===== src/hdl/gaps_ram.sv =====
// ----------------------------------------------------------------------------
// gaps_ram
// Simple dual-port RAM: one write port, one read port with registered data.
// ----------------------------------------------------------------------------
module gaps_ram #(
  parameter int unsigned WIDTH = 8,
  parameter int unsigned DEPTH = 256
) (
  input  logic                     clk_i,
  input  logic                     we_i,
  input  logic [$clog2(DEPTH)-1:0] waddr_i,
  input  logic [WIDTH-1:0]         wdata_i,
  input  logic [$clog2(DEPTH)-1:0] raddr_i,
  output logic [WIDTH-1:0]         rdata_o
);

  logic [WIDTH-1:0] mem_q [DEPTH];
  logic [WIDTH-1:0] rdata_q;

  always_ff @(posedge clk_i) begin
    if (we_i) begin
      mem_q[waddr_i] <= wdata_i;
    end
    rdata_q <= mem_q[raddr_i];
  end

  assign rdata_o = rdata_q;

endmodule


===== config.mk =====
export PLATFORM = sky130hd
export DESIGN_NAME = gaps_ram
export DESIGN_NICKNAME = d
export VERILOG_FILES = /design/src/hdl/gaps_ram.sv
export SDC_FILE = /design/constraint.sdc
export NUM_CORES = 2
export LEC_CHECK = 0
export CORE_ASPECT_RATIO = 0.9
export CORE_UTILIZATION = 50
export DETAILED_ROUTE_END_ITERATION = 16
export DONT_BUFFER_PORTS = 1
export PLACE_DENSITY = 0.7
export SYNTH_ARGS = -nofsm -noshare
export SYNTH_HDL_FRONTEND = slang
export SYNTH_SLANG_ARGS = --single-unit

===== constraint.sdc =====
create_clock -name clk_i -period 2.7 [get_ports clk_i]
set_input_delay 0.54 -clock clk_i [delete_from_list [all_inputs] [get_ports clk_i]]
set_output_delay 0.54 -clock clk_i [all_outputs]
set_load 0.01 [all_outputs]

# Yosys cells after proc, flatten, opt, wreduce, memory -nomap -nowiden
# Memories as Yosys holds them, arrays and structs flattened. A register that Yosys moved wholly into a read port is not among the register bits.
# Index checks and enable logic that the tools add are counted.
word_totals:
  n_memories: 1
  ram_bits: 2048
  reg_bits: 0
  in_bits: 26
memory_table:
  columns: ["name", "depth", "width", "read_ports", "rd_ports_with_merged_regs", "write_ports", "line", "source"]
  rows:
  - ["mem_q", 256, 8, 1, 1, 1, "17", "logic [WIDTH-1:0] mem_q [DEPTH];"]
op_classes:
  muxes: 2
op_table:
  columns: ["operator", "n"]
  rows:
  - ["$mux 1", 2]

# Depth between registers and ports, before layout
logic_depth:
  depth_word: 2
  ltp_mapped: 11

# Worst setup path before layout
# No wires, ideal clock.
synth_timing:
  path_kind: "input to register"
  start: "input port raddr_i[0]"
  end: "register rdata_q[2], in the netlist rdata_o[2] (read register of mem_q)"
  path_buffers: 4
  path_slack_ps: 222
  path_stages: 9
  setup_ps: 131
  arrival_ps: 2347
  required_ps: 2569
  cell_sequence: "buf_6 > buf_12 > buf_8 > buf_2 > mux4_2 > a22oi_1 > a21oi_1 > nor4_1 > nor4_2"
synth_lines:
  columns: ["element", "line", "source"]
  rows:
  - ["from (decl)", "13", "input logic [$clog2(DEPTH)-1:0] raddr_i,"]
  - ["to (decl)", "18", "logic [WIDTH-1:0] rdata_q;"]

==> flow_metrics.env <==
export IMPL_status="finished with violations"
export IMPL_violations="max-slew violations, negative setup slack"
export IMPL_cts_max_level=4
export IMPL_syn_mean_instance_area_um2=21.3
export IMPL_ioPinCount=34
export IMPL_synth_top_cell_area_share_pct=77.3
export IMPL_track_usage_pct=23.7
export IMPL_cts_sinks=2056
export IMPL_synth_cells=3733
export IMPL_dieWidth_um=422
export IMPL_grt_remaining_overflow=0
export IMPL_synth_area_um2=79600
export IMPL_path_clk_slew_ns=0.06
export IMPL_rrSetupSlack_ns=0.22
export IMPL_layout_drive_gt1_share_pct=28.1
export IMPL_synth_area_top_cells="edfxtp_1 77%, mux4_2 13%, mux2i_1 1.7%"
export IMPL_final_cell_mix="2048 x edfxtp_1, 454 x mux4_2, 439 x buf_4"
export IMPL_via_per_inst=6.30
export IMPL_start_util_pct=50.5
export IMPL_fin_nets=4220
export IMPL_crit_type="input port to flip-flop"
export IMPL_tightest_slew_ns=1.85
export IMPL_cts_tree="built"
export IMPL_yosys_warnings=0
export IMPL_pre_cts_ws_ns=-1.06
export IMPL_routed_wl_mm=204
export IMPL_layout_min_cycle_time_ns=3.32
export IMPL_ys_seq_area_share_pct=77.5
export IMPL_clk_path_buf_depth=3
export IMPL_cts_buffers=191
export IMPL_grt_pass1_wl_mm=276
export IMPL_die_area_um2=161000
export IMPL_slew_violations=163
export IMPL_gp_congestion=0.861
export IMPL_hp_class="input port to flip-flop"
export IMPL_leakagePower_nw=29.1
export IMPL_fin_ws_ns=-0.619
export IMPL_core_um2=158000
export IMPL_vias=40700
export IMPL_antenna_found_initial=7
export IMPL_startpoint_type="input port"
export IMPL_cp_data_arrival_time_ns=4.07
export IMPL_slew_headroom_pct=-23.6
export IMPL_layout_commonest_cell="edfxtp_1"
export IMPL_peakVddDrop_mv=0.722
export IMPL_synth_seq_cells=2056
export IMPL_syn2layout_area_growth_pct=15.0
export IMPL_hold_viol_final=0
export IMPL_clk_latency_ns=0.83
export IMPL_worstPathRequired_ns=3.45
export IMPL_grt_max_degree=579
export IMPL_final_area_um2=91500
export IMPL_placed_area_um2=84200
export IMPL_wl_per_cell_um=31.6
export IMPL_drtAntennaViolNets=0
export IMPL_drtIter0Drc=5965
export IMPL_nFillCells=11100
export IMPL_cts_root_buf="clkbuf_16"
export IMPL_synth_top_area_cell="edfxtp_1"
export IMPL_grt_pass1_vias=39700
export IMPL_crit_path_max_fanout=446
export IMPL_dr_pass1_iters=7
export IMPL_synth_cell_type_count=55
export IMPL_max_freq_mhz=301
export IMPL_dp_hpwl_mm=108
export IMPL_worstSetupEndpointType="flip-flop"
export IMPL_cap_viol_max_count=0
export IMPL_num_rows=138
export IMPL_timing_final_crit_share_pct=123
export IMPL_drc=0
export IMPL_power_density_nw_per_um2=706
export IMPL_post_cts_setup_buffer_count=0
export IMPL_finalSetupViolCount=8
export IMPL_fin_skew_ns=0.0439
export IMPL_portBuffers=0
export IMPL_die_h_um=380
export IMPL_syn_nets=3759
[worst max-delay path: stages]
cell      delay [ns]
or2b_1          0.74
buf_4           0.24
buf_4           0.16
o221ai_1        0.33
a21oi_1         0.16
o32ai_2         0.55
nor3_2          0.20
nor4_1          0.28
[sequential cells by signal, summed over array words and instances (netlist names)]
signal	cells
mem_q	2048
rdata_o	8
[where the power goes]
group	total [W]	switching, W	internal [W]
logic	0.00316	0.00186	0.00129
clock network	0.0261	0.0115	0.0146
registers	0.0353	0.0000940	0.0352
[cells in the mapped netlist, drive strengths merged]
master	count
edfxtp	2048
mux4	456
nor2	282
mux2i	134
a22oi	133
buf	122
clkbuf	111
a21oi	96
o221ai	47
nand3	34
nand2	33
nor2b	31
o22ai	28
nor4	27
nor3	22
a211oi	16
a221oi	14
o21ai	12
nand4	10
o211ai	10
a22o	8
dfxtp	8
nand2b	8
and2	6
a2111oi	5
o22a	5
o32ai	5
or2	4
a311oi	2
a31oi	2
and3b	2
nand3b	2
a21boi	1
and3	1
clkinv	1
inv	1
mux2	1
nor3b	1
nor4b	1
o311ai	1
or2b	1
or3b	1
[layer usage]
metal / GRT usage (%) / vias up / part of all wire [%]
met1: 34.6 / 21400 / 39
met2: 36.2 / 2348 / 47
met5: 0 / - / 0.0064
met3: 5.09 / 302 / 11
li1: - / 16600 / -
met4: 6.98 / 2 / 2.9
[stage by stage]
stage / utilization [%] / TNS [ns] / cells / total power, W / hold slack (ns)
global placement: 53.4 / -5.75 / 6047 / 0.0380 / 0.672
detailed placement: 53.4 / -5.40 / 6047 / 0.0380 / 0.676
finish: 58.0 / -3.47 / 6455 / 0.0646 / 0.0328
global route: 58.0 / -0.00935 / 6453 / 0.0661 / 0.00137
floorplan: - / 0 / 3733 / 0.0376 / 0.639
CTS: 57.3 / 0 / 6403 / 0.0639 / -0.218
[timing repair]
| action | 4_1_cts | 5_1_grt |
|---|---|---|
| hold buffers | 4 | 36 |
| hold endpoints to repair | 1752 | 208 |
| endpoints found under the setup margin | 3 | 8 |
| gates resized for setup | 3 | 8 |
| cloned | 0 | 10 |
[final timing paths]
check,start,cells after the start,to
worst max-delay path,raddr_i[1],8,rdata_o[5]
worst min register to register,mem_q[33][5],7,rdata_o[5]
worst max register to register,mem_q[83][1],6,rdata_o[1]
worst min-delay path,wdata_i[4],1,mem_q[129][4]
[cells by family after synthesis]
| kind of cell | after synthesis | share of synthesized area, % |
|---|---|---|
| compound gates | 385 | 3.42 |
| buf+inv | 235 | 1.83 |
| flops | 2056 | 77.5 |
| mux | 591 | 14.6 |
| simple gates | 466 | 2.63 |
[area by class of cell]
| cell class | instances | area [um^2] | share of cell area (%) |
|---|---|---|---|
| Inverter | 2 | 7.51 | 0.00821 |
| Timing Repair Buffer | 501 | 4590 | 5.02 |
| Clock buffer | 234 | 4960 | 5.43 |
| Clock inverter | 118 | 1050 | 1.15 |
| Tap cell | 2100 | 2630 | 2.87 |
| Sequential cell | 2056 | 61700 | 67.4 |
| Multi-Input combinational cell | 1442 | 16600 | 18.1 |
| Antenna cell | 2 | 5.00 | 0.00547 |
No activity file was read; power rests on OpenSTA's default activity.
